[config.mk]
export PLATFORM = sky130hd
export DESIGN_NAME = msd_front
export DESIGN_NICKNAME = d
export VERILOG_FILES = /design/src/msd_pkg.sv /design/src/msd_div.sv /design/src/msd_front.sv
export SDC_FILE = /design/constraint.sdc
export NUM_CORES = 1
export LEC_CHECK = 0
export ABC_CLOCK_PERIOD_IN_PS = 7130
export BUFFER_PORTS_ARGS = -buffer_cell sky130_fd_sc_hd__buf_2
export CORE_MARGIN = 10
export CORE_UTILIZATION = 40
export DETAILED_ROUTE_END_ITERATION = 10
export GPL_TIMING_DRIVEN = 0
export PLACE_DENSITY = 0.64
export SLEW_MARGIN = 40
export SYNTH_ARGS = -nofsm -noshare
export SYNTH_HDL_FRONTEND = slang
export SYNTH_HIERARCHICAL = 1
export SYNTH_SLANG_ARGS = --single-unit
export TNS_END_PERCENT = 100
[constraint.sdc]
create_clock -name i_clk -period 7.13 [get_ports i_clk]
set_input_delay 0 -clock i_clk [delete_from_list [all_inputs] [get_ports i_clk]]
set_output_delay 0 -clock i_clk [all_outputs]
set_load 0.05 [all_outputs]
[src/msd_pkg.sv]
// msd_pkg: shared types and constants of the mean squared displacement engine
// request and result layouts, configuration register indexes, saturation limits
// no dependencies
`timescale 1ns / 1ps

package msd_pkg;

    localparam logic REQ_SAMPLE = 1'b0;
    localparam logic REQ_READ   = 1'b1;

    localparam int CFG_IDX_W  = 2;
    localparam int CFG_DATA_W = 16;
    localparam logic [CFG_IDX_W-1:0] CFG_SAMPLE_EVERY   = 2'd0;
    localparam logic [CFG_IDX_W-1:0] CFG_BLOCK_ELEMENTS = 2'd1;

    localparam int SE_W   = 16;
    localparam int BE_W   = 6;
    localparam int CYC_W  = 32;
    localparam int POS_W  = 32;
    localparam int SUM_W  = 63;
    localparam int CNT_W  = 32;
    localparam int LEN_W  = 6;
    localparam int TERM_W = 48;
    localparam int TOT_W  = 50;
    localparam int QUEUE_DEPTH = 2;

    localparam logic [SUM_W-1:0] SUM_MAX = '1;
    localparam logic [CNT_W-1:0] CNT_MAX = '1;
    localparam logic [LEN_W-1:0] LEN_MAX = '1;

    typedef struct packed {
        logic                    req_type;
        logic [1:0]              component_id;
        logic signed [POS_W-1:0] pos_x;
        logic signed [POS_W-1:0] pos_y;
        logic signed [POS_W-1:0] pos_z;
        logic                    last_of_frame;
        logic [2:0]              read_block;
        logic [1:0]              read_component;
        logic [4:0]              read_lag;
    } t_item;

    typedef struct packed {
        logic [SUM_W-1:0] sum_x;
        logic [SUM_W-1:0] sum_y;
        logic [SUM_W-1:0] sum_z;
        logic [SUM_W-1:0] sum_total;
        logic [CNT_W-1:0] sample_count;
    } t_acc;

    typedef struct packed {
        t_acc acc;
        logic entry_in_use;
    } t_result;

endpackage

[src/msd_div.sv]
// msd_div: restoring divider, one quotient bit per cycle
// used for the sample filter and the block activity search; uses no package
`timescale 1ns / 1ps

module msd_div #(
    parameter int NUM_W = 32,
    parameter int DEN_W = 16
) (
    input  logic             i_clk,
    input  logic             i_rst_n,
    input  logic             i_start,
    input  logic [NUM_W-1:0] i_num,
    input  logic [DEN_W-1:0] i_den,
    output logic             o_done,
    output logic [NUM_W-1:0] o_quot,
    output logic [DEN_W-1:0] o_rem
);

    localparam int CNT_W = $clog2(NUM_W + 1);

    logic             r_busy;
    logic             r_done;
    logic [CNT_W-1:0] r_cnt;
    logic [NUM_W-1:0] r_q;
    logic [DEN_W-1:0] r_r;
    logic [DEN_W-1:0] r_d;
    logic [DEN_W:0]   w_t;
    logic [DEN_W:0]   w_diff;
    logic             w_ge;

    assign w_t    = {r_r, r_q[NUM_W-1]};
    assign w_ge   = w_t >= {1'b0, r_d};
    assign w_diff = w_t - {1'b0, r_d};

    always_ff @(posedge i_clk) begin
        if (!i_rst_n) begin
            r_busy <= 1'b0;
            r_done <= 1'b0;
            r_cnt  <= '0;
        end else begin
            r_done <= !i_start && r_busy && (r_cnt == CNT_W'(1));
            if (i_start) begin
                r_busy <= 1'b1;
                r_cnt  <= CNT_W'(NUM_W);
            end else if (r_busy) begin
                r_cnt <= r_cnt - 1'b1;
                if (r_cnt == CNT_W'(1)) begin
                    r_busy <= 1'b0;
                end
            end
        end
    end

    always_ff @(posedge i_clk) begin
        if (i_start) begin
            r_q <= i_num;
            r_r <= '0;
            r_d <= i_den;
        end else if (r_busy) begin
            r_q <= {r_q[NUM_W-2:0], w_ge};
            r_r <= w_ge ? w_diff[DEN_W-1:0] : w_t[DEN_W-1:0];
        end
    end

    assign o_done = r_done;
    assign o_quot = r_q;
    assign o_rem  = r_r;

endmodule

[src/msd_front.sv]
// msd_front: takes requests, drops samples off the sampling grid, queues the rest
// depends on msd_pkg and msd_div
`timescale 1ns / 1ps

module msd_front
    import msd_pkg::*;
(
    input  logic            i_clk,
    input  logic            i_rst_n,
    input  logic            i_valid,
    output logic            o_stall,
    input  t_item           i_item,
    input  logic [CYC_W-1:0] i_cycle,
    input  logic [SE_W-1:0] i_sample_every,
    input  logic            i_hold,
    input  logic            i_q_full,
    output logic            o_push,
    output t_item           o_push_item
);

    localparam logic [1:0] F_IDLE = 2'd0;
    localparam logic [1:0] F_DIV  = 2'd1;
    localparam logic [1:0] F_PUSH = 2'd2;

    logic [1:0]      r_state;
    t_item           r_item;
    logic            w_acc;
    logic [SE_W-1:0] w_den;
    logic            w_done;
    logic [SE_W-1:0] w_rem;

    assign o_stall = (r_state != F_IDLE) || i_hold;
    assign w_acc   = i_valid && !o_stall;
    assign w_den   = (i_sample_every == '0) ? SE_W'(1) : i_sample_every;

    msd_div #(
        .NUM_W(CYC_W),
        .DEN_W(SE_W)
    ) u_div (
        .i_clk  (i_clk),
        .i_rst_n(i_rst_n),
        .i_start(w_acc && (i_item.req_type == REQ_SAMPLE)),
        .i_num  (i_cycle),
        .i_den  (w_den),
        .o_done (w_done),
        .o_quot (),
        .o_rem  (w_rem)
    );

    always_ff @(posedge i_clk) begin
        if (!i_rst_n) begin
            r_state <= F_IDLE;
        end else begin
            case (r_state)
                F_IDLE: begin
                    if (w_acc) begin
                        r_state <= (i_item.req_type == REQ_READ) ? F_PUSH : F_DIV;
                    end
                end
                F_DIV: begin
                    if (w_done) begin
                        r_state <= (w_rem == '0) ? F_PUSH : F_IDLE;
                    end
                end
                F_PUSH: begin
                    if (!i_q_full) begin
                        r_state <= F_IDLE;
                    end
                end
                default: r_state <= F_IDLE;
            endcase
        end
    end

    always_ff @(posedge i_clk) begin
        if (w_acc) begin
            r_item <= i_item;
        end
    end

    assign o_push      = (r_state == F_PUSH) && !i_q_full;
    assign o_push_item = r_item;

endmodule

After elaboration in Yosys (flattened, before gate mapping)
Index checks and enable logic that the tools add are counted.
Widths: inputs -> output; s select.
{ "word_totals": {"output_inout_bits": 112, "register_bits": 184, "wordCells": 58} }
{ "classes": {"n_eq_ne": 6, "n_addsub": 2, "muxes": 14, "reduce_logical": 16, "n_bitwise": 2, "order_cmp": 1} }
{ "ops": {"columns": ["cell", "n"], "rows": [
  ["$mux 32", 2],
  ["$logic_not 16->1", 2],
  ["$ge 17x16->1", 1],
  ["$mux 16", 1],
  ["$sub 16x16->16", 1],
  ["$mux 6", 2],
  ["$mux 2", 5],
  ["$eq 6x1->1 const B", 1],
  ["$pmux 2 s3", 1],
  ["$sub 6x1->6 const B", 1],
  ["$logic_and 1x1->1", 5],
  ["$ne 2x2->1 const B", 2],
  ["$reduce_bool 2->1", 2],
  ["$logic_not 1->1", 3],
  ["$mux 1", 3],
  ["$reduce_and 3->1", 1],
  ["$eq 2x1->1 const B", 1],
  ["$eq 2x2->1 const B", 1],
  ["$logic_not 2->1", 1],
  ["$ne 2x1->1 const B", 1],
  ["$not 1->1", 2],
  ["$reduce_or 2->1", 1],
  ["$logic_or 1x1->1", 1]
]} }

Longest topological paths before layout
{ "logic_depth": {"ltp_word": 8, "ltp_mapped": 9} }

Hierarchy
The synthesis kept the hierarchy.
{ "modules_own_cells": {"columns": ["mod", "n_inst", "cells_per_inst", "area_each_um2"], "rows": [
  ["msd_div", 1, 337, 3851.2],
  ["msd_front", 1, 155, 3599.7]
]} }

Worst setup path after synthesis
Ideal clock, no wire load.
{ "synth_path": {"path_kind": "register to register", "startpoint": "reg r_state[1]", "endpoint": "reg r_item, in the netlist o_push_item[0], enable pin", "n_path_buf": 0, "setup_time_ps": 580, "synth_period_minus_slack_ps": 5778, "path_slack_ps": 1352, "stages_incl_launch_ff": 3, "required_time_ps": 6550, "arrival_time_ps": 5198, "cell_sequence": "dfxtp_1 -> or2_1 -> nor2_1"} }
{ "synth_between": {"elab_chain_len": 4} }
{ "synth_lines": {"columns": ["element", "line_no", "source"], "rows": [
  ["start, declared", "msd_front.sv:25", "logic [1:0] r_state;"],
  ["start signal, assigned", "msd_front.sv:57", "r_state <= (i_item.req_type == REQ_READ) ? F_PUSH : F_DIV;"],
  ["start signal, assigned", "msd_front.sv:62", "r_state <= (w_rem == '0) ? F_PUSH : F_IDLE;"],
  ["$reduce_bool 2->1", "msd_front.sv:32", "assign o_stall = (r_state != F_IDLE) || i_hold;"],
  ["$logic_or 1x1->1", "msd_front.sv:32", null],
  ["$logic_not 1->1", "msd_front.sv:33", "assign w_acc = i_valid && !o_stall;"],
  ["$logic_and 1x1->1", "msd_front.sv:33", null],
  ["net w_acc", "msd_front.sv:27", "logic w_acc;"],
  ["end signal, assigned", "msd_front.sv:77", "r_item <= i_item;"],
  ["end, declared", "msd_front.sv:26", "t_item r_item;"]
]} }
The timed path passes the listed nets, and every way through them passes these cells.
A chain may end at the register's enable or synchronous reset.

Worst setup path after layout
{ "layout_path": {"startpoint": "reg r_state[0]", "endpoint": "reg u_div.r_q[4] (netlist: u_div/o_quot[4]), enable pin"} }
{ "layout_between": {"elab_chain_len": 6} }
{ "layout_lines": {"columns": ["element", "line_no", "source"], "rows": [
  ["$reduce_bool 2->1", "msd_front.sv:32", null],
  ["$logic_or 1x1->1", "msd_front.sv:32", null],
  ["$logic_not 1->1", "msd_front.sv:33", null],
  ["$logic_and 1x1->1", "msd_front.sv:33", null],
  ["$logic_and 1x1->1", "msd_front.sv:42", ".i_start(w_acc && (i_item.req_type == REQ_SAMPLE)),"],
  ["$reduce_bool 2->1 (no line)", null, null],
  ["end signal, assigned", "msd_div.sv:56", "r_q <= i_num;"],
  ["end signal, assigned", "msd_div.sv:60", "r_q <= {r_q[NUM_W-2:0], w_ge};"],
  ["end, declared", "msd_div.sv:24", "logic [NUM_W-1:0] r_q;"]
]} }
Every way passes these cells.

==> impl_metrics.env <==
export IMPL_worstMarginPinSlew_ns=0.698
export IMPL_timing_final_crit_share_pct=36.4
export IMPL_first_global_vias=6304
export IMPL_rows=49
export IMPL_ys_top_cells_by_area="edfxtp_1 64%, dfxtp_1 7.0%, mux2_2 4.7%"
export IMPL_slew_limit_headroom_pct=53.4
export IMPL_setup_ws_ns=4.53
export IMPL_synth_seq_area_share_pct=70.7
export IMPL_p_leak_nw=4.64
export IMPL_synth_ff_type="edfxtp_1"
export IMPL_drt_iter0_drc=335
export IMPL_power_density_mw_per_mm2=279
export IMPL_vias=6003
export IMPL_cts_resized=0
export IMPL_drt_total_wl_um=25200
export IMPL_nNetsFinal=1134
export IMPL_drv_cap=0
export IMPL_place_ws_ns=4.53
export IMPL_synth_common_cells="158 x edfxtp_1, 31 x mux2_2, 26 x dfxtp_1, 26 x inv_1, 24 x nor2_1"
export IMPL_place_area_mm2=0.00925
export IMPL_vdd_drop_max_mv=0.179
export IMPL_synth_cell_types=64
export IMPL_slew_viol_final=0
export IMPL_synth_compound_area_share_pct=9.77
export IMPL_area_growth_pct=53.7
export IMPL_cts_root_buf="clkbuf_16"
export IMPL_drtAntennaViolNets=0
export IMPL_syn_area_mm2=0.00745
export IMPL_required_ns=7.18
export IMPL_cts_sinks=184
export IMPL_final_layout_size_suffix_gt1_share_pct=38.1
export IMPL_outcome="completed"
export IMPL_synth_most_common_cell="edfxtp_1"
export IMPL_syn_area_per_cell_um2=15.1
export IMPL_ys_seq_elements=184
export IMPL_numCtsBuffers=17
export IMPL_gp_congestion=0.879
export IMPL_dp_hpwl_um=17100
export IMPL_cts_tree="built"
export IMPL_end_kind="register"
export IMPL_synth_nets=674
export IMPL_power_mw=3.19
export IMPL_synth_edff_count=158
export IMPL_rsz0062_at_grt="false"
export IMPL_wire_per_inst_um=21.1
export IMPL_layout_cells_non_filler=1195
export IMPL_synth_top_family_by_area="compound AO/OA/AOI/OAI gates"
export IMPL_fp_dieW_um=156
export IMPL_fin_area_mm2=0.0115
export IMPL_finalSetupTns_ns=0
export IMPL_clk_pin_slew_ns=0.07
export IMPL_dp_cells=1002
export IMPL_netlist_instances=492
export IMPL_critPathLaunchType="register"
export IMPL_drc_errors=0
export IMPL_yosys_area_share_adder_pct=3.29
export IMPL_cts_buffer_depth=2
export IMPL_hold_path_class="primary input to register"
export IMPL_die_h_um=156
export IMPL_vias_per_cell=5.02
export IMPL_cp_max_fo=33
export IMPL_die_area_mm2=0.0245
export IMPL_period_needed_ns=2.60
export IMPL_yosys_area_share_simple_pct=7.27
export IMPL_setup_viol_count_final=0
export IMPL_h_tree_depth=4
export IMPL_async_flop_share_pct=0
export IMPL_cp_arrival_ns=2.65
export IMPL_clkLatencyLatePin_ns=0.42
export IMPL_grt_ovfl_total=0
export IMPL_ios=275
export IMPL_antenna_found_initial=0
export IMPL_clock_fmax_mhz=385
export IMPL_utilization_pct=63.1
export IMPL_synth_top_area_share_pct=63.7
export IMPL_ys_warn_count=6
export IMPL_port_buffers=274
export IMPL_dr_pass1_iters=4
export IMPL_start_util_pct=41.1
export IMPL_grt_pass1_wl_um=37200
export IMPL_synth_top_area_cell="edfxtp_1"
export IMPL_fp_coreArea_mm2=0.0181
export IMPL_synth_xor_area_share_pct=1.18
export IMPL_grtUsageTotal_pct=19.9
export IMPL_path_class="register to register"
export IMPL_grt_max_degree=34
export IMPL_hold_viol_final=0
export IMPL_muxShareOfSynthArea_pct=4.95
export IMPL_clock_skew_ns=0.0106
export IMPL_holdWs_ns=0.0943
[flip-flops by register name, summed over array words and instances, names as in the netlist]
name / flops
u_div/r_d: 16
u_div/o_rem: 16
u_div/o_done: 1
o_push_item: 110
r_state: 2
u_div/r_cnt: 6
u_div/r_busy: 1
u_div/o_quot: 32
[power breakdown]
group | switching [mW] | internal, mW | total, mW
registers | 0.0741 | 1.27 | 1.35
logic | 0.533 | 0.377 | 0.910
clock network | 0.462 | 0.475 | 0.936
total | 1.07 | 2.12 | 3.19
[worst paths after layout]
| check | startpoint | end | slack [ns] | cells past startpoint |
|---|---|---|---|---|
| setup / recovery | r_state[0] | u_div/o_quot[4] | 4.53 | 5 |
| hold reg to reg | u_div/r_cnt[0] | u_div/r_cnt[0] | 0.51 | 2 |
| hold / removal | i_hold | r_state[1] | 0.09 | 4 |
| setup reg to reg | r_state[0] | u_div/o_quot[4] | 4.53 | 5 |
[final cells by class]
type	instances	area [um2]
Sequential cell	184	5270
Buffer	26	116
Multi-Input combinational cell	256	1980
Clock inverter	15	179
Inverter	26	97.6
Antenna cell	1	2.50
Fill cell	1346	6690
Tap cell	229	287
Clock buffer	17	425
Timing Repair Buffer	441	3100
[layer usage]
metal	wire length (um)	up-vias	global-route usage, %
met5	0	-	0
met1	9480	2888	21.4
met2	13000	263	36.1
met4	806	0	7.69
li1	-	2809	-
met3	1870	43	5.65
[critical path: stages (launching register included)]
cell and delay [ns]:
dfxtp_1 0.39, or2_1 0.31, nor3_2 0.31, clkbuf_1 0.40
nor2_1 0.22, inv_2 0.57
[kinds of logic after synthesis]
logic type	count (synthesis)
buffers and inverters	52
AO/OA/AOI/OAI	93
flip-flops	184
XOR/XNOR	10
multiplexers	33
adder cells (fa/ha/maj)	19
AND/OR/NAND/NOR	101
[cells in the final DEF (no fill, tap or decap), types with 4 or more instances in the layout]
cell	count
clkinv_8	6
and3_1	5
nor3_1	9
inv_1	25
buf_2	275
dlygate4sd3_1	160
o21ai_0	18
a311oi_2	4
nand2_2	4
xnor2_1	6
clkbuf_16	17
nor4_1	9
edfxtp_1	158
o21a_1	6
mux2_2	31
clkbuf_1	23
nand3_1	5
o211ai_1	5
dfxtp_1	26
nand2_1	16
ha_1	18
nor3b_1	4
a21o_1	7
nor2b_1	4
a21oi_1	17
nor2_1	23
xor2_1	4
nand4_1	6
[repair_timing]
item,CTS,global route
buffers inserted,0,0
hold endpoints to repair,165,0
hold buffers,160,0
setup endpoints to repair,0,0
Power figures use the tool's default switching activity.
