$ cat src/msd_pkg.sv
// msd_pkg: shared types and constants of the mean squared displacement engine
// request and result layouts, configuration register indexes, saturation limits
// no dependencies
`timescale 1ns / 1ps

package msd_pkg;

    localparam logic REQ_SAMPLE = 1'b0;
    localparam logic REQ_READ   = 1'b1;

    localparam int CFG_IDX_W  = 2;
    localparam int CFG_DATA_W = 16;
    localparam logic [CFG_IDX_W-1:0] CFG_SAMPLE_EVERY   = 2'd0;
    localparam logic [CFG_IDX_W-1:0] CFG_BLOCK_ELEMENTS = 2'd1;

    localparam int SE_W   = 16;
    localparam int BE_W   = 6;
    localparam int CYC_W  = 32;
    localparam int POS_W  = 32;
    localparam int SUM_W  = 63;
    localparam int CNT_W  = 32;
    localparam int LEN_W  = 6;
    localparam int TERM_W = 48;
    localparam int TOT_W  = 50;
    localparam int QUEUE_DEPTH = 2;

    localparam logic [SUM_W-1:0] SUM_MAX = '1;
    localparam logic [CNT_W-1:0] CNT_MAX = '1;
    localparam logic [LEN_W-1:0] LEN_MAX = '1;

    typedef struct packed {
        logic                    req_type;
        logic [1:0]              component_id;
        logic signed [POS_W-1:0] pos_x;
        logic signed [POS_W-1:0] pos_y;
        logic signed [POS_W-1:0] pos_z;
        logic                    last_of_frame;
        logic [2:0]              read_block;
        logic [1:0]              read_component;
        logic [4:0]              read_lag;
    } t_item;

    typedef struct packed {
        logic [SUM_W-1:0] sum_x;
        logic [SUM_W-1:0] sum_y;
        logic [SUM_W-1:0] sum_z;
        logic [SUM_W-1:0] sum_total;
        logic [CNT_W-1:0] sample_count;
    } t_acc;

    typedef struct packed {
        t_acc acc;
        logic entry_in_use;
    } t_result;

endpackage

$ cat src/msd_queue.sv
// msd_queue: short request queue between the front and the back end
// depends on msd_pkg
`timescale 1ns / 1ps

module msd_queue
    import msd_pkg::*;
(
    input  logic  i_clk,
    input  logic  i_rst_n,
    input  logic  i_push,
    input  t_item i_item,
    input  logic  i_pop,
    output t_item o_item,
    output logic  o_full,
    output logic  o_empty
);

    localparam int PTR_W = $clog2(QUEUE_DEPTH);
    localparam int CNT_W = $clog2(QUEUE_DEPTH + 1);

    t_item            r_mem [QUEUE_DEPTH];
    logic [PTR_W-1:0] r_wr;
    logic [PTR_W-1:0] r_rd;
    logic [CNT_W-1:0] r_cnt;

    assign o_full  = r_cnt == CNT_W'(QUEUE_DEPTH);
    assign o_empty = r_cnt == '0;
    assign o_item  = r_mem[r_rd];

    always_ff @(posedge i_clk) begin
        if (!i_rst_n) begin
            r_wr  <= '0;
            r_rd  <= '0;
            r_cnt <= '0;
        end else begin
            if (i_push) begin
                r_wr <= (r_wr == PTR_W'(QUEUE_DEPTH - 1)) ? '0 : r_wr + 1'b1;
            end
            if (i_pop) begin
                r_rd <= (r_rd == PTR_W'(QUEUE_DEPTH - 1)) ? '0 : r_rd + 1'b1;
            end
            if (i_push && !i_pop) begin
                r_cnt <= r_cnt + 1'b1;
            end else if (i_pop && !i_push) begin
                r_cnt <= r_cnt - 1'b1;
            end
        end
    end

    always_ff @(posedge i_clk) begin
        if (i_push) begin
            r_mem[r_wr] <= i_item;
        end
    end

endmodule

$ cat config.mk
export PLATFORM = sky130hd
export DESIGN_NAME = msd_queue
export DESIGN_NICKNAME = d
export VERILOG_FILES = /design/src/msd_pkg.sv /design/src/msd_queue.sv
export SDC_FILE = /design/constraint.sdc
export NUM_CORES = 1
export LEC_CHECK = 0
export ABC_CLOCK_PERIOD_IN_PS = 8200
export BUFFER_PORTS_ARGS = -buffer_cell sky130_fd_sc_hd__clkbuf_2
export CAP_MARGIN = 20
export CORE_MARGIN = 5
export CORE_UTILIZATION = 40
export CTS_CLUSTER_SIZE = 24
export DETAILED_ROUTE_END_ITERATION = 10
export PLACE_DENSITY = 0.62
export SYNTH_ARGS = -nofsm -noshare
export SYNTH_HDL_FRONTEND = slang
export SYNTH_SLANG_ARGS = --single-unit
$ cat constraint.sdc
create_clock -name i_clk -period 8.2 [get_ports i_clk]
set_input_delay 0.41 -clock i_clk [delete_from_list [all_inputs] [get_ports i_clk]]
set_output_delay 0.41 -clock i_clk [all_outputs]
set_load 0.02 [all_outputs]
Yosys cells after proc, flatten, opt, wreduce, memory -nomap -nowiden
Memory sizes are Yosys's and may differ from the RTL's. A register that Yosys moved wholly into a read port is not among the register bits.
Cells that the tools add are included.
- bits in registers: 4
- latch bits: 0
- RAM bits: 220
- memory bits (read-only): 0
- bits of input ports: 114
- output and inout port bits: 112
- word-level logic and storage cells: 23
- memories kept: 1
- add/subtract/negate cells: 4
- $mul: 0
- divide/modulo/power cells: 0
- order comparisons: 0
- equal/unequal tests: 1
- shift-type cells: 0
- mux-type cells: 8
- bitwise operators: 0
- reductions and logical operators: 6
- memories (memory ; depth ; width ; read ports ; clocked after memory_dff ; wr ports ; line ; source):
    r_mem ; 2 ; 110 ; 1 ; 1 ; 1 ; msd_queue.sv:21 ; t_item r_mem [QUEUE_DEPTH];
- operators with widths (cell ; count):
    two-way mux 1 bit ; 6
    two-way mux 2 bit ; 2
    adder 1 bit (second input constant) ; 2
    adder 2 x 1 -> 2 bit (second input constant) ; 1
    equality test 2 bit (second input constant) ; 1
    logical AND 1 bit ; 2
    logical NOT 1 bit ; 2
    logical NOT 2 bit ; 1
    nonzero test 2 bit ; 1
    subtractor 2 x 1 -> 2 bit (second input constant) ; 1

Logic depth before layout (Yosys ltp)
Gate-level depths: netlist (run 1).
- depth after elaboration: 4
- depth in mapped cells: 5
- gate-level depth less buffers: 5

Worst setup path before layout (run 1)
No wires, ideal clock.
- path kind: input to register
- start point: in i_push
- end point: mem r_mem[0][0] (netlist bit) (enable)
- setup time: 0.594 ns
- arrival time: 5.220 ns
- data required time: 7.606 ns
- slack: 2.386 ns
- stages: 1
- path buffers: 0
- cell sequence: nor2b_1
- longest elaborated chain between the ends: 2
- RTL lines (element ; line ; source):
    start: declaration ; msd_queue.sv:10 ; input logic i_push,
    two-way mux 1 bit ; msd_queue.sv:51 ; if (i_push) begin
    two-way mux 1 bit (not written as such) ; msd_queue.sv:52 ; r_mem[r_wr] <= i_item;
    end: declaration ; msd_queue.sv:21 ;
Every way passes these cells.

==> results of run 1 <==
-- metrics by stage --
step                      std cells  total power [W]
after floorplan                 364          0.00157
final                           888          0.00263
after global placement          851          0.00167
after detailed placement        851          0.00167
after global routing            888          0.00275
after CTS                       888          0.00267
-- layout by cell type, fill, tap and decap left out, types with 2 or more instances in the layout --
| master | synthesis | layout |
|---|---|---|
| clkbuf_2 | 0 | 225 |
| edfxtp_1 | 220 | 220 |
| mux2_2 | 110 | 110 |
| clkbuf_16 | 0 | 23 |
| clkbuf_1 | 0 | 6 |
| buf_4 | 1 | 4 |
| dfxtp_1 | 5 | 4 |
| and2_1 | 4 | 3 |
| clkbuf_8 | 0 | 3 |
| xor2_1 | 2 | 2 |
| bufinv_16 | 0 | 2 |
| clkinv_2 | 0 | 2 |
-- area by class of cell --
class / count / area share
well taps: 270 / 0.0328
repair buffers: 229 / 0.112
clock buffers: 32 / 0.0622
multi-input cells: 126 / 0.133
clock inverters: 5 / 0.00718
flip-flops and latches: 225 / 0.652
inverters: 1 / 0.000365
-- sequential cells by signal, indices dropped and copies added, names as in the netlist, named ones only --
| name | flops |
|---|---|
| r_cnt | 2 |
| r_mem | 220 |
| r_rd | 1 |
| r_wr | 1 |
-- per-layer routing --
metal | global-route usage | routed length [um] | part of all wire
met3 | 0.0546 | 1590 | 0.10
met4 | 0.0356 | 348 | 0.022
met1 | 0.167 | 6470 | 0.41
met5 | 0 | 0 | 0
met2 | 0.204 | 7330 | 0.47
-- power groups by stage --
stage          registers, W  logic, W  clock network [W]
5_1_grt             0.00136  0.000312            0.00108
3_5_place_dp        0.00138  0.000295                  0
4_1_cts             0.00135  0.000297            0.00102
6_report            0.00135  0.000290           0.000986
2_1_floorplan       0.00137  0.000197                  0
3_3_place_gp        0.00137  0.000292                  0
-- kinds of logic (layout without fill, tap and decap cells) --
logic type	count (synthesis)	in the layout
compound gates	3	3
xor+xnor	3	3
fa+ha+maj	1	1
buf+inv	13	267
flops	225	225
mux	110	110
simple gates	9	9
-- worst paths after layout --
kind                                                to  slack, ns  cells after the start
worst max-delay path                        o_item[20]       5.11                      3
worst min-delay path            r_mem[1][25]$_DFFE_PP_       0.10                      1
worst max register to register  r_mem[1][81]$_DFFE_PP_       5.96                      2
worst min register to register   r_cnt[1]$_SDFFE_PN0P_       0.55                      2
==> results.ini, run 1 <==
[power_and_ir_drop]
p_comb_frac = 0.111
power.switching_w = 0.000580
peakVddDrop_mv = 0.125
powerDensity_nw_per_um2 = 256
p_leak_nw = 3.89
power.internal_w = 0.00205
pwr-share-seq = 0.514
p_sw_frac = 0.221
p_clk_frac = 0.375

[critical_path]
required_ns = 7.79
endpoint_kind = primary output
crit_buf_inv = 2
crit_chain = buf_4 -> mux2_2 -> clkbuf_2
cp_top_family = buffers and inverters
crit_slowest_cell = buf_4
path_max_fanout = 67
cpPeakStageDelay_ns = 0.77
rr_startpoint = r_wr$_SDFFE_PN0P_
worstSetupPathType = flop to primary output
start_kind = flop
cp.arrival_ns = 2.68

[drt]
drtAntennaViolNets = 0
first_iter_violations = 97
num_vias = 4089
drt-wirelength-per-cell_um = 17.7
first_pass_iters = 4
wl_um = 15700
drc = 0
via_per_inst = 4.60

[synth]
synthSimpleGateAreaFrac = 0.00688
synthAdderAreaFrac = 0.00153
synth_compound_area_frac = 0.00244
synth_top_area_frac = 0.807
synth_xor_area_frac = 0.00321
ys_seq_area_frac = 0.819
synth_top_area_cell = edfxtp_1
synth_edf_count = 220
yosys-top-cells-count = edfxtp_1 (220), mux2_2 (110), buf_6 (10), dfxtp_1 (5), and2_1 (4)
yosysMostFrequentCell = edfxtp_1
synth_top_family_by_area = multiplexers
synthMuxAreaShare = 0.151
synth-seq-cells = 225
postSynthCellCount = 364
synth-main-ff-cell = edfxtp_1
synthesis.area_sq_um = 8190
synth_nets = 479
yosys-top-cells-area = edfxtp_1 (81%), mux2_2 (15%), buf_6 (1.4%)
synth-async-reset-ratio = 0
synth.avg_cell_area_sq_um = 22.5
yosysWarnings = 0
synth_cell_types = 18

[cells_and_area]
fin_area_sq_um = 10300
drive_above_1_share = 0.604
fill_cells = 1701
n_antenna_cell = 0
fin_nets = 721
area_growth_pct = 25.6
regArea_sq_um = 6710
multiInputGateArea_sq_um = 1360
final_core_util = 0.510

[clock_tree]
clock_sink_count = 225
cts_resized = 0
postCtsSetupBuffers = 0
clkSlewWorstSetupHoldPaths_ns = 0.06
clockBufferDepth = 3
numCtsBuffers = 23
htree_levels = 1
root_buffer = clkbuf_16
clkLatencyLatePin_ns = 0.49
cts_tree = yes
cts-hold-fix-buffers = 0

[worst_hold_path]
hold_start = i_item[25]
hp-class = input port to flop

[timing]
timing.setup.tns_ns = 0
period_needed_ns = 3.09
grt_setup_unrepaired = false
timing.hold.ws_ns = 0.104
finalHoldViolCount = 0
clock.fmax_mhz = 324
tightest_slew_ns = 0.902
finalSetupViolCount = 0
setup_ws_ns = 5.11
post-route-period-util = 0.377
skew_ns = 0.00883
slew_headroom = 0.399
drv_slew = 0

[floorplanning]
row_count = 52
die_h_um = 153
pin_count = 226
initial_core_util = 0.406
fp.coreArea_sq_um = 20200
die_x_um = 153
dieArea_sq_um = 23400

[placement]
gp_congestion = 0.727
place_hpwl_um = 10600
place_ws_ns = 5.58
io_buffers = 225
placed_cell_area_sq_um = 9570

[outcome]
status = finished, final reports clean

[grt]
track_usage = 0.130
first_global_vias = 4580
antenna_found_initial = 0
grt_first_pass_wirelength_um = 24400
grt_max_degree = 68
globalRouteOverflowTotal = 0

[run]
maxCapViolations = 0

Power figures use the tool's default switching activity.
==> run 2: changes to the inputs <==
Settings changed: ABC_AREA set to 1, ABC_CLOCK_PERIOD_IN_PS 8200 to 3150, PLACE_DENSITY 0.62 to 0.61.
Clock period 8.2 ns to 3.15 ns, I/O delays scaled along.
==> run 2 against run 1 <==
Die area increased by 5.4%. Combinational power rose to 3.1 times the previous value. Clock power rose to 2.8 times the previous value. Highest routed layer unchanged.
==> results.ini, run 2 <==
[outcome]
status = finished, final reports clean

[power_and_ir_drop]
p_leak_nw = 4.82  ; +24%
power.total_w = 0.00715  ; +170%
powerDensity_nw_per_um2 = 599  ; +130%
peakVddDrop_mv = 0.439  ; +250%

[timing]
clock.fmax_mhz = 433
setup_ws_ns = 0.842  ; -4.27 ns
drv_slew = 0  ; unchanged
skew_ns = 0.00646  ; -0.00238 ns
slew_headroom = 0.566  ; +0.167
timing.hold.ws_ns = 0.0662  ; -0.0379 ns
tightest_slew_ns = 0.651  ; -0.251 ns
finalHoldViolCount = 0  ; unchanged
finalSetupViolCount = 0  ; unchanged
post-route-period-util = 0.733
timing.setup.tns_ns = 0  ; unchanged
period_needed_ns = 2.31
grt_setup_unrepaired = false

[critical_path]
crit_buf_inv = 2  ; unchanged
endpoint_kind = primary output
start_kind = flop
crit_chain = buf_12 -> mux2_4 -> clkbuf_2
cp.arrival_ns = 2.15  ; -0.53 ns
crit_slowest_cell = dfxtp_4
required_ns = 2.99  ; -4.80 ns
worstSetupPathType = flop to primary output
r2r_slack_ns = 1.41  ; -4.55 ns
cp_top_family = flip-flops
cpPeakStageDelay_ns = 0.69  ; -0.08 ns
path_max_fanout = 49  ; -27%

[drt]
wl_um = 17400  ; +11%
drc = 0  ; unchanged
first_pass_iters = 4  ; unchanged
drtAntennaViolNets = 0  ; unchanged
first_iter_violations = 163  ; +68%
num_vias = 4640  ; +13%
drt-wirelength-per-cell_um = 16.9  ; -4.3%
via_per_inst = 4.51  ; -2.1%

[grt]
first_global_vias = 5158  ; +13%
globalRouteOverflowTotal = 0  ; unchanged
track_usage = 0.137  ; +0.00702
grt_max_degree = 111  ; +63%
antenna_found_initial = 0  ; unchanged
grt_first_pass_wirelength_um = 26600  ; +9.1%

[worst_hold_path]
hp-class = input port to flop

[clock_tree]
clockBufferDepth = 3  ; unchanged
postCtsSetupBuffers = 0  ; unchanged
clkLatencyLatePin_ns = 0.50  ; about the same
cts_tree = yes
numCtsBuffers = 25  ; +8.7%
clock_sink_count = 225  ; unchanged
clkSlewWorstSetupHoldPaths_ns = 0.06  ; about the same
htree_levels = 1  ; unchanged
root_buffer = clkbuf_16

[floorplanning]
die_h_um = 157  ; +2.7%
fp.coreArea_sq_um = 21200  ; +4.9%
die_x_um = 157  ; +2.7%
row_count = 53  ; +1.9%
pin_count = 226  ; unchanged
dieArea_sq_um = 24700  ; +5.4%
initial_core_util = 0.410  ; +0.00358

[cells_and_area]
drive_above_1_share = 0.499  ; -0.105
fin_nets = 851  ; +18%
final_core_util = 0.564  ; +0.0542
area_growth_pct = 37.7
largest_registers = r_mem (220), r_cnt (2)
largest_reg_flops = 220  ; unchanged
mostFrequentLayoutCell = clkbuf_2
n_antenna_cell = 0  ; unchanged
regMostFlops = r_mem
final_cell_mix = clkbuf_2 (225), edfxtp_1 (220), dlygate4sd3_1 (113)

[synth]
yosysMostFrequentCell = edfxtp_1
synth_cell_types = 15  ; -3
synth_top_area_cell = edfxtp_1
ys_seq_area_frac = 0.774  ; -0.0449
synthesis.area_sq_um = 8660  ; +5.8%
synth.avg_cell_area_sq_um = 23.0  ; +2.2%
yosys-top-cells-count = edfxtp_1 (220), mux2_4 (100), buf_12 (10), mux2_2 (10), nor2_1 (9)
synth-seq-cells = 225  ; unchanged
synth_top_area_frac = 0.762  ; -0.0443
postSynthCellCount = 377  ; +3.6%
yosysWarnings = 0  ; unchanged
synth-async-reset-ratio = 0  ; unchanged
synth_edf_count = 220  ; unchanged
yosys-top-cells-area = edfxtp_1 (76%), mux2_4 (17%), buf_12 (2.3%)
synth-main-ff-cell = edfxtp_1
synth_nets = 492  ; +2.7%

[placement]
gp_congestion = 0.760  ; +4.5%
place_hpwl_um = 11200  ; +5.9%
place_ws_ns = 1.35  ; -4.23 ns
io_buffers = 225  ; unchanged

[run]
maxCapViolations = 0  ; unchanged

run 2: cell types whose count changed in the layout (fill, tap and decap cells not counted), sizes merged, moves of 2 or more:
| cell | previous run | this run |
|---|---|---|
| nand2 | 0 | 8 |
| nor2 | 1 | 9 |
| buf | 4 | 6 |
| inv | 1 | 9 |
| nor2b | 2 | 0 |
| clkbuf | 257 | 264 |
| and2 | 4 | 0 |
| dlygate4sd3 | 0 | 113 |
| xor2 | 2 | 0 |
run 2: repair_timing:
action	CTS	global route
setup endpoints to repair	0	0
hold buffers	113	0
resized for setup	0	0
hold endpoints to repair	225	0
run 2: where the power goes:
group / internal (W) / switching, W
clock network: 0.00166 / 0.00107
logic: 0.000438 / 0.000459
registers: 0.00347 / 0.0000557
run 2: final timing paths:
| path | start | end | cells after the start |
|---|---|---|---|
| worst max-delay path | flop | o_item[59] | 3 |
| worst min-delay path | i_push | r_cnt[0]$_SDFFE_PN0P_ | 3 |
| worst max register to register | r_wr$_SDFFE_PN0P_ | r_mem[1][105]$_DFFE_PP_ | 3 |
| worst min register to register | r_rd$_SDFFE_PN0P_ | r_rd$_SDFFE_PN0P_ | 2 |
run 2: cell type report:
cell class                      count  area (sq um)
Sequential cell                   225          6710
Clock inverter                      6          86.3
Multi-Input combinational cell    132          1720
Clock buffer                       39           688
Fill cell                        1618          9220
Inverter                            8          32.5
Timing Repair Buffer              344          2350
Tap cell                          275           344
run 2: logic make-up after synthesis:
| group | synth area share |
|---|---|
| flip-flops | 0.774 |
| multiplexers | 0.186 |
| buffers and inverters | 0.0284 |
| AND/OR/NAND/NOR | 0.00866 |
| AO/OA/AOI/OAI | 0.00115 |
| adder cells (fa/ha/maj) | 0.00144 |
run 2: metrics by stage:
stage,cell area (sq um),instances
finish,11900,1029
global route,11900,1029
CTS,11900,1029
detailed placement,10000,871
global placement,10000,871
floorplan,8670,377
run 2: worst min-delay path, cell delays in order:
cell and delay [ns]:
clkbuf_2 0.12, ha_1 0.17, a21oi_1 0.07
run 2: per-layer routing:
metal,vias up,track usage,routed length [um]
met1,2243,0.159,6690
li1,2197,-,-
met3,32,0.0401,1520
met4,0,0.0418,401
met2,168,0.244,8830
met5,-,0,0
